## config.mk

```make
export PLATFORM = sky130hd
export DESIGN_NAME = truss_return_mapping_plasticity_flat
export DESIGN_NICKNAME = d
export VERILOG_FILES = /design/src/rtl/trmp_pkg.sv /design/src/rtl/trmp_in_if.sv /design/src/rtl/trmp_out_if.sv /design/src/rtl/truss_return_mapping_plasticity.sv /design/src/flat_wrapper.sv
export SDC_FILE = /design/constraint.sdc
export NUM_CORES = 2
export LEC_CHECK = 0
export ABC_AREA = 1
export ABC_CLOCK_PERIOD_IN_PS = 9500
export BUFFER_PORTS_ARGS = -buffer_cell sky130_fd_sc_hd__buf_2
export CAP_MARGIN = 25
export CORE_ASPECT_RATIO = 2
export CORE_MARGIN = 2
export CORE_UTILIZATION = 31
export DETAILED_ROUTE_END_ITERATION = 8
export SYNTH_ARGS = -nofsm -noshare
export SYNTH_HDL_FRONTEND = slang
export SYNTH_SLANG_ARGS = --single-unit
```

## constraint.sdc

```tcl
create_clock -name clk -period 9.5 [get_ports clk]
set_input_delay 0.95 -clock clk [delete_from_list [all_inputs] [get_ports clk]]
set_output_delay 0.95 -clock clk [all_outputs]
set_load 0.005 [all_outputs]
```

## src/rtl/trmp_pkg.sv

```systemverilog
// ----------------------------------------------------------------------------
// trmp_pkg
// shared widths, field types, register codes and limits of the truss
// return-mapping block
// ----------------------------------------------------------------------------
package trmp_pkg;

  localparam int DATA_W    = 32;   // strains, stresses, prestress
  localparam int MOD_W     = 31;   // moduli, yield stress, alpha
  localparam int CFG_IDX_W = 2;

  // configuration register indexes
  localparam logic [CFG_IDX_W-1:0] CFG_YOUNGS    = 2'd0;
  localparam logic [CFG_IDX_W-1:0] CFG_HARDENING = 2'd1;
  localparam logic [CFG_IDX_W-1:0] CFG_YIELD     = 2'd2;
  localparam logic [CFG_IDX_W-1:0] CFG_PRESTRESS = 2'd3;

  // serial multiplier walks all bits of a 31-bit modulus
  localparam int MUL_STEPS = MOD_W;

  // plastic multiplier increment is limited to 2^40
  localparam int DG_QB = 41;
  localparam logic [DG_QB-1:0] DG_CAP = {1'b1, {(DG_QB-1){1'b0}}};

  localparam logic [DATA_W-1:0] STRESS_MAX = {1'b0, {(DATA_W-1){1'b1}}};
  localparam logic [DATA_W-1:0] STRESS_MIN = {1'b1, {(DATA_W-1){1'b0}}};
  localparam logic [MOD_W-1:0]  MOD_MAX    = {MOD_W{1'b1}};

  typedef logic signed [DATA_W-1:0] strain_t;
  typedef logic signed [DATA_W-1:0] stress_t;
  typedef logic        [MOD_W-1:0]  modulus_t;

endpackage

```

## src/rtl/trmp_in_if.sv

```systemverilog
// ----------------------------------------------------------------------------
// trmp_in_if
// input channel: one total strain and a trial/commit bit per transfer
// ----------------------------------------------------------------------------
interface trmp_in_if import trmp_pkg::*; ();

  logic    valid;
  logic    ready;
  strain_t axial_strain;
  logic    mode;

  modport source (output valid, output axial_strain, output mode, input ready);
  modport sink   (input valid, input axial_strain, input mode, output ready);

endinterface

```

## src/rtl/trmp_out_if.sv

```systemverilog
// ----------------------------------------------------------------------------
// trmp_out_if
// result channel: stress, tangent and updated internal variables
// ----------------------------------------------------------------------------
interface trmp_out_if import trmp_pkg::*; ();

  logic     valid;
  logic     ready;
  stress_t  stress;
  modulus_t tangent_modulus;
  logic     plastic_step;
  strain_t  plastic_strain_out;
  modulus_t hardening_out;

  modport source (
    output valid, output stress, output tangent_modulus, output plastic_step,
    output plastic_strain_out, output hardening_out, input ready
  );
  modport sink (
    input valid, input stress, input tangent_modulus, input plastic_step,
    input plastic_strain_out, input hardening_out, output ready
  );

endinterface

```

## src/rtl/truss_return_mapping_plasticity.sv

```systemverilog
// ----------------------------------------------------------------------------
// truss_return_mapping_plasticity
// one-dimensional return mapping with linear isotropic hardening
// ----------------------------------------------------------------------------
// One integration point per transfer. The trial stress E*(strain - eps_p) +
// prestress is checked against yield + H*alpha; a yielding point is returned
// to the yield surface and reports the hardened tangent E*H/(E+H). A commit
// transfer (mode 1) stores the updated plastic strain and alpha, a trial
// transfer only reports them. All products go through one shift-add
// multiplier that retires one bit of a 31-bit modulus per cycle, and all
// quotients through one restoring divider that retires one quotient bit per
// cycle, so an item is handled alone: an elastic point takes three products,
// a plastic one two more products and three divisions by E+H, with the
// strain in Q1.30 by default. The result sits in an output register, so
// the next item is taken while it waits to be collected.
// ----------------------------------------------------------------------------
module truss_return_mapping_plasticity
  import trmp_pkg::*;
#(
  parameter int STRAIN_FRAC_BITS = 30
) (
  input  logic                 clk,
  input  logic                 rst_n,
  input  logic                 cfg_we,
  input  logic [CFG_IDX_W-1:0] cfg_index,
  input  logic [DATA_W-1:0]    cfg_wdata,
  trmp_in_if.sink              in_ch,
  trmp_out_if.source           out_ch
);

  // widths that follow from the strain format
  localparam int FB    = STRAIN_FRAC_BITS;
  localparam int MAG_W = 64 - FB;            // bound on |trial stress|
  localparam int S_W   = MAG_W + 1;          // signed stress / yield function
  localparam int ACC_W = 95 - FB;            // widest product, f*E
  localparam int QN_W  = (MAG_W > DG_QB) ? MAG_W : DG_QB;
  localparam int QC_W  = $clog2(QN_W + 1);
  localparam int MC_W  = $clog2(MUL_STEPS);
  localparam int TAN_QB = MOD_W;
  localparam int PL_W  = DG_QB + 2;
  localparam logic [ACC_W-1:0] RND_HALF = ACC_W'(1) << (FB - 1);

  // sequencer states
  localparam logic [2:0] S_IDLE = 3'd0;
  localparam logic [2:0] S_MUL  = 3'd1;
  localparam logic [2:0] S_DIV  = 3'd2;
  localparam logic [2:0] S_STEP = 3'd3;
  localparam logic [2:0] S_FIN  = 3'd4;

  // operation in flight
  localparam logic [2:0] PH_EL      = 3'd0;  // |strain - eps_p| * E
  localparam logic [2:0] PH_HARD    = 3'd1;  // H * alpha
  localparam logic [2:0] PH_CHECK   = 3'd2;  // E * strain for the zero test
  localparam logic [2:0] PH_RED_MUL = 3'd3;  // f * E
  localparam logic [2:0] PH_RED_DIV = 3'd4;  // f*E / (E+H)
  localparam logic [2:0] PH_DG_DIV  = 3'd5;  // f*2^F / (E+H)
  localparam logic [2:0] PH_TAN_MUL = 3'd6;  // E * H
  localparam logic [2:0] PH_TAN_DIV = 3'd7;  // E*H / (E+H)

  logic [2:0] state_r, state_nxt;
  logic [2:0] ph_r, ph_nxt;

  // configuration
  logic [MOD_W-1:0]  e_r, h_r, ys_r;
  logic [DATA_W-1:0] pre_r;

  // committed material state
  logic [DATA_W-1:0] pl_r;
  logic [MOD_W-1:0]  al_r;
  logic              flag_r;

  // per-item registers
  logic [DATA_W-1:0] strain_r;
  logic              commit_r;
  logic              diff_neg_r;
  logic [DATA_W-1:0] d_r;            // E + H
  logic [S_W-1:0]    s_r;            // trial stress
  logic [S_W-1:0]    f_r;            // yield function
  logic              plastic_r;
  logic [MAG_W-1:0]  red_r;          // stress reduction
  logic [DG_QB-1:0]  dg_r;           // plastic multiplier in strain units
  logic [MOD_W-1:0]  tan_r;

  // serial multiplier
  logic [ACC_W-1:0]  a_r, acc_r;
  logic [MOD_W-1:0]  b_r;
  logic [MC_W-1:0]   mcnt_r;

  // serial divider
  logic [DATA_W-1:0] rem_r;
  logic [QN_W-1:0]   num_r, quo_r;
  logic [QC_W-1:0]   dcnt_r;
  logic              ovf_r;

  // result register
  logic              out_valid_r;
  logic [DATA_W-1:0] o_stress_r, o_pl_r;
  logic [MOD_W-1:0]  o_tan_r, o_al_r;
  logic              o_plastic_r;

  logic in_fire, fin_fire, out_free, mul_last, div_last, mul_start, div_start;

  assign in_ch.ready = (state_r == S_IDLE);
  assign in_fire     = in_ch.valid && in_ch.ready;
  assign out_free    = !out_valid_r || out_ch.ready;
  assign fin_fire    = (state_r == S_FIN) && out_free;
  assign mul_last    = (mcnt_r == MC_W'(MUL_STEPS - 1));
  assign div_last    = (dcnt_r == QC_W'(1));

  // ---------------------------------------------------------------- trial math
  logic [DATA_W:0]   diff, dmag;
  logic [ACC_W-1:0]  rnd_sum;
  logic [MAG_W-1:0]  rnd_q;          // product rounded half away from zero
  logic [S_W-1:0]    pre_s, s_calc, s_abs, thr, f_calc;
  logic [ACC_W-1:0]  pre_acc, chk;
  logic              plastic_now;
  logic [MAG_W-1:0]  f_mag;
  logic [ACC_W-1:0]  f_shift;

  assign diff = {in_ch.axial_strain[DATA_W-1], in_ch.axial_strain}
              - {pl_r[DATA_W-1], pl_r};
  assign dmag = diff[DATA_W] ? (~diff + 1'b1) : diff;

  assign rnd_sum = acc_r + RND_HALF;
  assign rnd_q   = rnd_sum[FB +: MAG_W];

  assign pre_s  = {{(S_W-DATA_W){pre_r[DATA_W-1]}}, pre_r};
  assign s_calc = diff_neg_r ? (pre_s - {1'b0, rnd_q}) : (pre_s + {1'b0, rnd_q});
  assign s_abs  = s_r[S_W-1] ? (~s_r + 1'b1) : s_r;
  assign thr    = {{(S_W-MOD_W){1'b0}}, ys_r} + {1'b0, rnd_q};
  assign f_calc = s_abs - thr;

  // elastic is forced when E*strain + prestress*2^F is exactly zero
  assign pre_acc = {{(ACC_W-DATA_W){pre_r[DATA_W-1]}}, pre_r} << FB;
  assign chk     = acc_r + pre_acc;
  assign plastic_now = !f_r[S_W-1] && (f_r != '0) && (chk != '0);

  assign f_mag   = f_r[MAG_W-1:0];
  assign f_shift = {{(ACC_W-MAG_W){1'b0}}, f_mag} << FB;

  // ---------------------------------------------------------------- sequencer
  always_comb begin
    state_nxt = state_r;
    ph_nxt    = ph_r;
    unique case (state_r)
      S_IDLE: begin
        if (in_fire) begin
          state_nxt = S_MUL;
          ph_nxt    = PH_EL;
        end
      end
      S_MUL: begin
        if (mul_last) state_nxt = S_STEP;
      end
      S_DIV: begin
        if (div_last) state_nxt = S_STEP;
      end
      S_STEP: begin
        unique case (ph_r)
          PH_EL: begin
            state_nxt = S_MUL;
            ph_nxt    = PH_HARD;
          end
          PH_HARD: begin
            state_nxt = S_MUL;
            ph_nxt    = PH_CHECK;
          end
          PH_CHECK: begin
            if (plastic_now) begin
              state_nxt = S_MUL;
              ph_nxt    = PH_RED_MUL;
            end else begin
              state_nxt = S_FIN;
            end
          end
          PH_RED_MUL: begin
            state_nxt = S_DIV;
            ph_nxt    = PH_RED_DIV;
          end
          PH_RED_DIV: begin
            state_nxt = S_DIV;
            ph_nxt    = PH_DG_DIV;
          end
          PH_DG_DIV: begin
            state_nxt = S_MUL;
            ph_nxt    = PH_TAN_MUL;
          end
          PH_TAN_MUL: begin
            state_nxt = S_DIV;
            ph_nxt    = PH_TAN_DIV;
          end
          PH_TAN_DIV: begin
            state_nxt = S_FIN;
          end
          default: begin
            state_nxt = S_IDLE;
          end
        endcase
      end
      S_FIN: begin
        if (out_free) state_nxt = S_IDLE;
      end
      default: begin
        state_nxt = S_IDLE;
      end
    endcase
  end

  assign mul_start = in_fire || ((state_r == S_STEP) && (state_nxt == S_MUL));
  assign div_start = (state_r == S_STEP) && (state_nxt == S_DIV);

  // multiplier operands for the next product
  logic [ACC_W-1:0] mul_a_in;
  logic [MOD_W-1:0] mul_b_in;

  always_comb begin
    mul_a_in = {{(ACC_W-DATA_W-1){1'b0}}, dmag};
    mul_b_in = e_r;
    case (ph_nxt)
      PH_HARD: begin
        mul_a_in = {{(ACC_W-MOD_W){1'b0}}, al_r};
        mul_b_in = h_r;
      end
      PH_CHECK: begin
        mul_a_in = {{(ACC_W-DATA_W){strain_r[DATA_W-1]}}, strain_r};
        mul_b_in = e_r;
      end
      PH_RED_MUL: begin
        mul_a_in = {{(ACC_W-MAG_W){1'b0}}, f_mag};
        mul_b_in = e_r;
      end
      PH_TAN_MUL: begin
        mul_a_in = {{(ACC_W-MOD_W){1'b0}}, e_r};
        mul_b_in = h_r;
      end
      default: ;
    endcase
  end

  // divider setup: leading part of the numerator goes to the remainder,
  // the rest is left-aligned in the numerator shift register
  logic [ACC_W-1:0]  red_hi, red_lo, dg_hi, dg_lo, tan_hi, tan_lo;
  logic [DATA_W-1:0] div_rem_in;
  logic [QN_W-1:0]   div_num_in;
  logic [QC_W-1:0]   div_cnt_in;
  logic              div_ovf_in;

  assign red_hi = acc_r >> MAG_W;
  assign red_lo = acc_r << (QN_W - MAG_W);
  assign dg_hi  = f_shift >> DG_QB;
  assign dg_lo  = f_shift << (QN_W - DG_QB);
  assign tan_hi = acc_r >> TAN_QB;
  assign tan_lo = acc_r << (QN_W - TAN_QB);

  always_comb begin
    div_rem_in = red_hi[DATA_W-1:0];
    div_num_in = red_lo[QN_W-1:0];
    div_cnt_in = QC_W'(MAG_W);
    div_ovf_in = 1'b0;
    case (ph_nxt)
      PH_DG_DIV: begin
        // quotient of 2^41 or more is capped anyway
        div_ovf_in = (dg_hi >= {{(ACC_W-DATA_W){1'b0}}, d_r});
        div_rem_in = div_ovf_in ? '0 : dg_hi[DATA_W-1:0];
        div_num_in = dg_lo[QN_W-1:0];
        div_cnt_in = QC_W'(DG_QB);
      end
      PH_TAN_DIV: begin
        div_rem_in = tan_hi[DATA_W-1:0];
        div_num_in = tan_lo[QN_W-1:0];
        div_cnt_in = QC_W'(TAN_QB);
      end
      default: ;
    endcase
  end

  // one restoring step
  logic [DATA_W:0] div_t, div_diff;
  logic            div_ge;

  assign div_t    = {rem_r, num_r[QN_W-1]};
  assign div_ge   = (div_t >= {1'b0, d_r});
  assign div_diff = div_t - {1'b0, d_r};

  // ---------------------------------------------------------------- final update
  logic [S_W-1:0]    s_new;
  logic [S_W:0]      os_full;
  logic [S_W:DATA_W-1] os_hi;
  logic [DATA_W-1:0] stress_sat;
  logic [PL_W-1:0]   pl_ext, pl_sum;
  logic [PL_W-1:DATA_W-1] pl_hi;
  logic [DATA_W-1:0] pl_sat, new_pl;
  logic [DG_QB:0]    al_sum;
  logic [MOD_W-1:0]  new_al, tan_out;
  logic [DG_QB-1:0]  dg_calc;

  assign dg_calc = (ovf_r || quo_r[DG_QB-1]) ? DG_CAP : quo_r[DG_QB-1:0];

  // return toward zero by the reduction, on the side of the trial stress
  assign s_new = !plastic_r  ? s_r :
                 s_r[S_W-1]  ? (s_r + {1'b0, red_r}) : (s_r - {1'b0, red_r});

  assign os_full = {s_new[S_W-1], s_new} - {{(S_W+1-DATA_W){pre_r[DATA_W-1]}}, pre_r};
  assign os_hi   = os_full[S_W:DATA_W-1];
  assign stress_sat = ((&os_hi) || !(|os_hi)) ? os_full[DATA_W-1:0] :
                      (os_full[S_W] ? STRESS_MIN : STRESS_MAX);

  assign pl_ext = {{(PL_W-DATA_W){pl_r[DATA_W-1]}}, pl_r};
  assign pl_sum = s_r[S_W-1] ? (pl_ext - {2'b00, dg_r}) : (pl_ext + {2'b00, dg_r});
  assign pl_hi  = pl_sum[PL_W-1:DATA_W-1];
  assign pl_sat = ((&pl_hi) || !(|pl_hi)) ? pl_sum[DATA_W-1:0] :
                  (pl_sum[PL_W-1] ? STRESS_MIN : STRESS_MAX);
  assign new_pl = plastic_r ? pl_sat : pl_r;

  assign al_sum  = {{(DG_QB+1-MOD_W){1'b0}}, al_r} + {1'b0, dg_r};
  assign new_al  = !plastic_r ? al_r :
                   (|al_sum[DG_QB:MOD_W]) ? MOD_MAX : al_sum[MOD_W-1:0];
  assign tan_out = plastic_r ? tan_r : e_r;

  // ---------------------------------------------------------------- control regs
  always_ff @(posedge clk) begin
    if (!rst_n) begin
      state_r     <= S_IDLE;
      ph_r        <= PH_EL;
      out_valid_r <= 1'b0;
      e_r         <= MOD_W'(1);
      h_r         <= '0;
      ys_r        <= '0;
      pre_r       <= '0;
      pl_r        <= '0;
      al_r        <= '0;
      flag_r      <= 1'b0;
    end else begin
      state_r <= state_nxt;
      ph_r    <= ph_nxt;

      if (fin_fire) begin
        out_valid_r <= 1'b1;
      end else if (out_ch.ready) begin
        out_valid_r <= 1'b0;
      end

      if (fin_fire) begin
        flag_r <= plastic_r;
        if (commit_r) begin
          pl_r <= new_pl;
          al_r <= new_al;
        end
      end

      if (cfg_we) begin
        unique case (cfg_index)
          CFG_YOUNGS: begin
            // a zero modulus behaves as one
            e_r <= (cfg_wdata[MOD_W-1:0] == '0) ? MOD_W'(1) : cfg_wdata[MOD_W-1:0];
          end
          CFG_HARDENING: h_r   <= cfg_wdata[MOD_W-1:0];
          CFG_YIELD:     ys_r  <= cfg_wdata[MOD_W-1:0];
          CFG_PRESTRESS: pre_r <= cfg_wdata;
          default: ;
        endcase
      end
    end
  end

  // ---------------------------------------------------------------- datapath regs
  always_ff @(posedge clk) begin
    if (in_fire) begin
      strain_r   <= in_ch.axial_strain;
      commit_r   <= in_ch.mode;
      diff_neg_r <= diff[DATA_W];
      d_r        <= {1'b0, e_r} + {1'b0, h_r};
    end

    // shift-add multiplier, one modulus bit per cycle
    if (mul_start) begin
      a_r    <= mul_a_in;
      b_r    <= mul_b_in;
      acc_r  <= '0;
      mcnt_r <= '0;
    end else if (state_r == S_MUL) begin
      if (b_r[0]) acc_r <= acc_r + a_r;
      a_r    <= a_r << 1;
      b_r    <= b_r >> 1;
      mcnt_r <= mcnt_r + 1'b1;
    end

    // restoring divider, one quotient bit per cycle
    if (div_start) begin
      rem_r  <= div_rem_in;
      num_r  <= div_num_in;
      quo_r  <= '0;
      dcnt_r <= div_cnt_in;
      ovf_r  <= div_ovf_in;
    end else if (state_r == S_DIV) begin
      rem_r  <= div_ge ? div_diff[DATA_W-1:0] : div_t[DATA_W-1:0];
      num_r  <= num_r << 1;
      quo_r  <= {quo_r[QN_W-2:0], div_ge};
      dcnt_r <= dcnt_r - 1'b1;
    end

    if (state_r == S_STEP) begin
      case (ph_r)
        PH_EL:      s_r       <= s_calc;
        PH_HARD:    f_r       <= f_calc;
        PH_CHECK:   plastic_r <= plastic_now;
        PH_RED_DIV: red_r     <= quo_r[MAG_W-1:0];
        PH_DG_DIV:  dg_r      <= dg_calc;
        PH_TAN_DIV: tan_r     <= quo_r[MOD_W-1:0];
        default: ;
      endcase
    end

    if (fin_fire) begin
      o_stress_r  <= stress_sat;
      o_tan_r     <= tan_out;
      o_plastic_r <= plastic_r;
      o_pl_r      <= new_pl;
      o_al_r      <= new_al;
    end
  end

  assign out_ch.valid              = out_valid_r;
  assign out_ch.stress             = o_stress_r;
  assign out_ch.tangent_modulus    = o_tan_r;
  assign out_ch.plastic_step       = o_plastic_r;
  assign out_ch.plastic_strain_out = o_pl_r;
  assign out_ch.hardening_out      = o_al_r;

  // ---------------------------------------------------------------- assertions
  // an elastic result always carries the configured modulus
  a_elastic_tangent: assert property (@(posedge clk) disable iff (!rst_n)
    (out_ch.valid && !out_ch.plastic_step) |-> (out_ch.tangent_modulus == e_r))
    else $error("elastic result with tangent other than E");

  // the stored plastic flag follows the result being offered
  a_flag_matches: assert property (@(posedge clk) disable iff (!rst_n)
    out_ch.valid |-> (out_ch.plastic_step == flag_r))
    else $error("plastic flag out of step with result");

  // divider partial remainder stays below E+H
  a_rem_bound: assert property (@(posedge clk) disable iff (!rst_n)
    (state_r == S_DIV) |-> (rem_r < d_r))
    else $error("divider remainder not below divisor");

endmodule

```

## src/flat_wrapper.sv

```systemverilog
// flat-port wrapper written by rule: the top's interface ports become plain ports
module truss_return_mapping_plasticity_flat import trmp_pkg::*;
#(
  parameter int STRAIN_FRAC_BITS = 30
)
  (clk, rst_n, cfg_we, cfg_index, cfg_wdata, in_ch_valid, in_ch_axial_strain, in_ch_mode, in_ch_ready, out_ch_valid, out_ch_stress, out_ch_tangent_modulus, out_ch_plastic_step, out_ch_plastic_strain_out, out_ch_hardening_out, out_ch_ready);
  trmp_in_if in_ch_i ();
  trmp_out_if out_ch_i ();
  input  logic clk;
  input  logic rst_n;
  input  logic cfg_we;
  input  logic [CFG_IDX_W-1:0] cfg_index;
  input  logic [DATA_W-1:0] cfg_wdata;
  input wire logic [$bits(in_ch_i.valid)-1:0] in_ch_valid;
  input wire logic [$bits(in_ch_i.axial_strain)-1:0] in_ch_axial_strain;
  input wire logic [$bits(in_ch_i.mode)-1:0] in_ch_mode;
  output wire logic [$bits(in_ch_i.ready)-1:0] in_ch_ready;
  output wire logic [$bits(out_ch_i.valid)-1:0] out_ch_valid;
  output wire logic [$bits(out_ch_i.stress)-1:0] out_ch_stress;
  output wire logic [$bits(out_ch_i.tangent_modulus)-1:0] out_ch_tangent_modulus;
  output wire logic [$bits(out_ch_i.plastic_step)-1:0] out_ch_plastic_step;
  output wire logic [$bits(out_ch_i.plastic_strain_out)-1:0] out_ch_plastic_strain_out;
  output wire logic [$bits(out_ch_i.hardening_out)-1:0] out_ch_hardening_out;
  input wire logic [$bits(out_ch_i.ready)-1:0] out_ch_ready;
  assign in_ch_i.valid = in_ch_valid;
  assign in_ch_i.axial_strain = in_ch_axial_strain;
  assign in_ch_i.mode = in_ch_mode;
  assign in_ch_ready = in_ch_i.ready;
  assign out_ch_valid = out_ch_i.valid;
  assign out_ch_stress = out_ch_i.stress;
  assign out_ch_tangent_modulus = out_ch_i.tangent_modulus;
  assign out_ch_plastic_step = out_ch_i.plastic_step;
  assign out_ch_plastic_strain_out = out_ch_i.plastic_strain_out;
  assign out_ch_hardening_out = out_ch_i.hardening_out;
  assign out_ch_i.ready = out_ch_ready;
  truss_return_mapping_plasticity #(.STRAIN_FRAC_BITS(STRAIN_FRAC_BITS)) u_core (.clk(clk), .rst_n(rst_n), .cfg_we(cfg_we), .cfg_index(cfg_index), .cfg_wdata(cfg_wdata), .in_ch(in_ch_i), .out_ch(out_ch_i));
endmodule
```

==> impl_results.md <==
- Clock root buffer: clkbuf_16
- WL final: 275.1 mm
- Vias per inst: 5.320
- Tmin final: roughly 7.9 ns
- Register area: between 20000 and 25000 sq um
- Area of the multi-input gates: about 35000 sq um
- Clock power frac: 32.5%
- Hold-fix buffers at CTS: 0
- Adder-cell share of the synthesized area: 10.15%
- PwrDens: 157.9 nW/um^2
- Leakage: 30.62 nW
- Slowest-stage cell, CP: dfxtp_1
- Die Ht: 640.8 microns
- Net Sw Frac: 36.20%
- Status: completed
- PortBufs: 200
- Max Freq: 126.7 MHz
- Iteration-0 DRC count of the detailed router: 5011
- Standard-cell rows: ~230
- Syn-to-layout area delta: 11.08%
- DRC Markers: 0
- Mean post-synth cell area: approximately 7.5 sq um
- Hold crit path type: in -> reg
- CTS Sinks: 845
- Endpoints failing setup: 0
- Synth Area in Compound Gates: 16.60%
- Main combinational cell family by area after synthesis: simple AND/OR/NAND/NOR gates
- Pwr Total: 11.02 mW
- Maximum VDD drop: 0.1325 mV
- Critical path peak fanout: 47
- Post-route setup TNS: 0 ns
- Syn_nets: 8970
- DIE WIDTH: 322.4 microns
- Core ar.: 201400 sq um
- Post_cts resized: 0
- Cell area after synthesis: 62850 sq um
- # nets final: a little over 9000
- Final WS setup: ~1.6 ns
- Yosys warns: 0
- Layout fillers: 21397
- Top-level port count: 201
- Req. time, crit path: 10.03 ns
- Slew headroom: 26.70%
- Initial antenna violation count: 12
- Clk Latency, worst-skew pair: a little over 0.7 ns
- Largest net degree at the start of global routing: 81
- Htree depth: 3
- Fin. Hold Viols: 0
- Critical path startpoint category: flip-flop
- Sequential element share of the synthesized area: a little over a third
- Count of cell types in the netlist: 79
- Total global routing track utilization: 25.99%
- Starting Density: a little under a third
- Final instance area: approximately 70000 sq um
- Synth top cells by count: nand2_1 (1845), inv_1 (1090), a21oi_1 (860)
- WL per Instance: 24.33 microns
- Overflow left after global routing: 0
- Max-slew violations: 0
- Top_reg_cell synth: edfxtp_1
- Vias: ~60000
- RSZ-0062 raised after global routing: no
- Simple-gate area share of the yosys netlist: 22.50%
- Postcts setup bufs: 0
- Max-cap violations: 0
- CTS tree: yes
- Peak per-stage delay on the critical path: 0.85 ns
- Crit path DAT: 8.42 ns
- EDFF count, synth: roughly 540
- Share of cells above drive strength 1: 6.423%
- Drt first pass iters: 6
- NetSw: ~4 mW
- Top-count cell post-synth: nand2_1
- XOR/XNOR Fraction of Synth Area: ~6.9%
- CTS Buf Count: 81
- Yosys top cell by area: edfxtp_1
- Antenna viol nets, final: 0
- Combinational share of power: 27.8%
- Clk buf depth: 3
- Die area: 206600 sq um
- Multiplexer share of the synthesized area: 0%
- Final non-filler cell total: 11307
- Worst Max-Slew Pin Slew: 1.092 ns
- Crit Path Class: reg -> reg
- Fraction of registers with async set/reset: 0%
- Top cell type's share of synthesized area: between 20% and 30%
- #FFs+latches synth: 845
- Skew final: 0.04983 ns
- Reg power frac: between 30% and 40%
- CTS clock-pin slew for the worst setup and hold paths: around 0.08 ns
- Synth area leaders: edfxtp_1 (26%), nand2_1 (11%), dfxtp_1 (9.7%)
- Estimated wirelength of the detail-placed design: ~220 mm
- Gpl congestion: a little over 1
- Tcrit/Tclk final: 83.06%
- Dpl cells: about 11000
- Internal: 7.031 mW
- Global-route wire length before repair: around 400 mm
- Pre-CTS WS: 1.833 ns
- Vias in the first global route: between 50000 and 60000
- Most common cell on crit path: nand2_1
- DP Area: approximately 67000 sq um
- Worst setup EP type: flip-flop
- Cell count after synthesis: approximately 8400
## power groups by stage
stage | registers, mW | logic (mW) | clock network (mW)
finish | 4.37 | 3.06 | 3.58
global route | 4.37 | 3.31 | 3.74
CTS | 4.36 | 3.00 | 3.64
detailed placement | 4.44 | 2.97 | 0
global placement | 4.44 | 2.97 | 0
floorplan | 4.33 | 1.97 | 0
## worst max-delay path, delay by kind of cell, from the launching register on
kind            cells  cell delay (ns)
compound gates      2             0.25
fa+ha+maj           2             0.76
buf+inv             4             1.41
flops               1             0.85
simple gates       20             4.43
## per-layer routing
layer / global-route usage (%) / share of wire (%) / vias up
met5: 0 / 0.016 / -
met4: 24.36 / 11 / 6
met3: 3.067 / 4.8 / 904
met2: 47.57 / 51 / 2240
met1: 25.08 / 33 / 28446
li1: - / - / 28556
## final timing paths
path | start | to | slack (ns) | cells after the start
min reg2reg | u_core.quo_r[37]$_SDFFE_PP0P_ | u_core.quo_r[37]$_SDFFE_PP0P_ | 0.50 | 2
min | in_ch_axial_strain[13] | u_core.strain_r[13]$_DFFE_PP_ | 0.45 | 1
max | u_core.acc_r[30]$_SDFFE_PN0P_ | u_core.num_r[10]$_DFFE_PP_ | 1.61 | 28
max reg2reg | u_core.acc_r[30]$_SDFFE_PN0P_ | u_core.num_r[10]$_DFFE_PP_ | 1.61 | 28
## final cells by class
cell class / count / share of cell area [%]
flip-flops and latches: 845 / 31.96
clock buffers: 105 / 3.316
multi-input cells: 6212 / 50.76
inverters: 1108 / 5.966
diodes: 11 / 0.03943
repair buffers: 277 / 2.346
clock inverters: 47 / 0.7724
well taps: 2702 / 4.843
## stage by stage
stage	utilization, %	hold WS (ns)
floorplan	-	0.4244
global placement	33.16	0.4671
detailed placement	33.20	0.4791
CTS	34.61	0.4129
global route	34.64	0.4419
finish	34.66	0.4468
## placed cells by master (no fill, tap or decap), types with 18 or more instances in the layout
cell / synthesis / layout
a22oi_1: 44 / 44
xor2_1: 299 / 299
nand4_1: 140 / 140
buf_2: 75 / 201
dfxtp_1: 306 / 306
clkbuf_16: 0 / 87
nand3_1: 337 / 334
a31oi_1: 114 / 114
inv_1: 1090 / 1088
a21oi_1: 860 / 860
a21boi_0: 18 / 18
a21o_1: 27 / 27
xnor2_1: 185 / 185
o211ai_1: 65 / 65
nand2_1: 1845 / 1841
ha_1: 444 / 444
fa_1: 41 / 41
nor3_1: 97 / 93
o21ai_1: 53 / 53
nor4_1: 54 / 54
o21ai_0: 536 / 535
nor2_1: 774 / 767
o21a_1: 32 / 32
edfxtp_1: 539 / 539
buf_4: 8 / 70
or2_2: 41 / 41
## flip-flops by register name (all words and copies together), names as in the netlist, 32 cells and up
name / flops
u_core.a_r: 65
u_core.acc_r: 65
u_core.dg_r: 41
u_core.quo_r: 41
u_core.f_r: 35
u_core.s_r: 35
u_core.num_r: 34
u_core.red_r: 34
u_core.d_r: 32
u_core.out_ch.plastic_strain_out: 32
u_core.out_ch.stress: 32
u_core.pl_r: 32
u_core.pre_r: 32
u_core.rem_r: 32
u_core.strain_r: 32
## kinds of logic (layout without fill, tap and decap cells)
family	Yosys count	in the layout
AND/OR/NAND/NOR	3359	3359
XOR/XNOR	489	489
other	0	11
adder cells (fa/ha/maj)	485	485
buffers and inverters	1356	1537
AO/OA/AOI/OAI	1879	1879
flip-flops	845	845
Power figures use the tool's default switching activity.
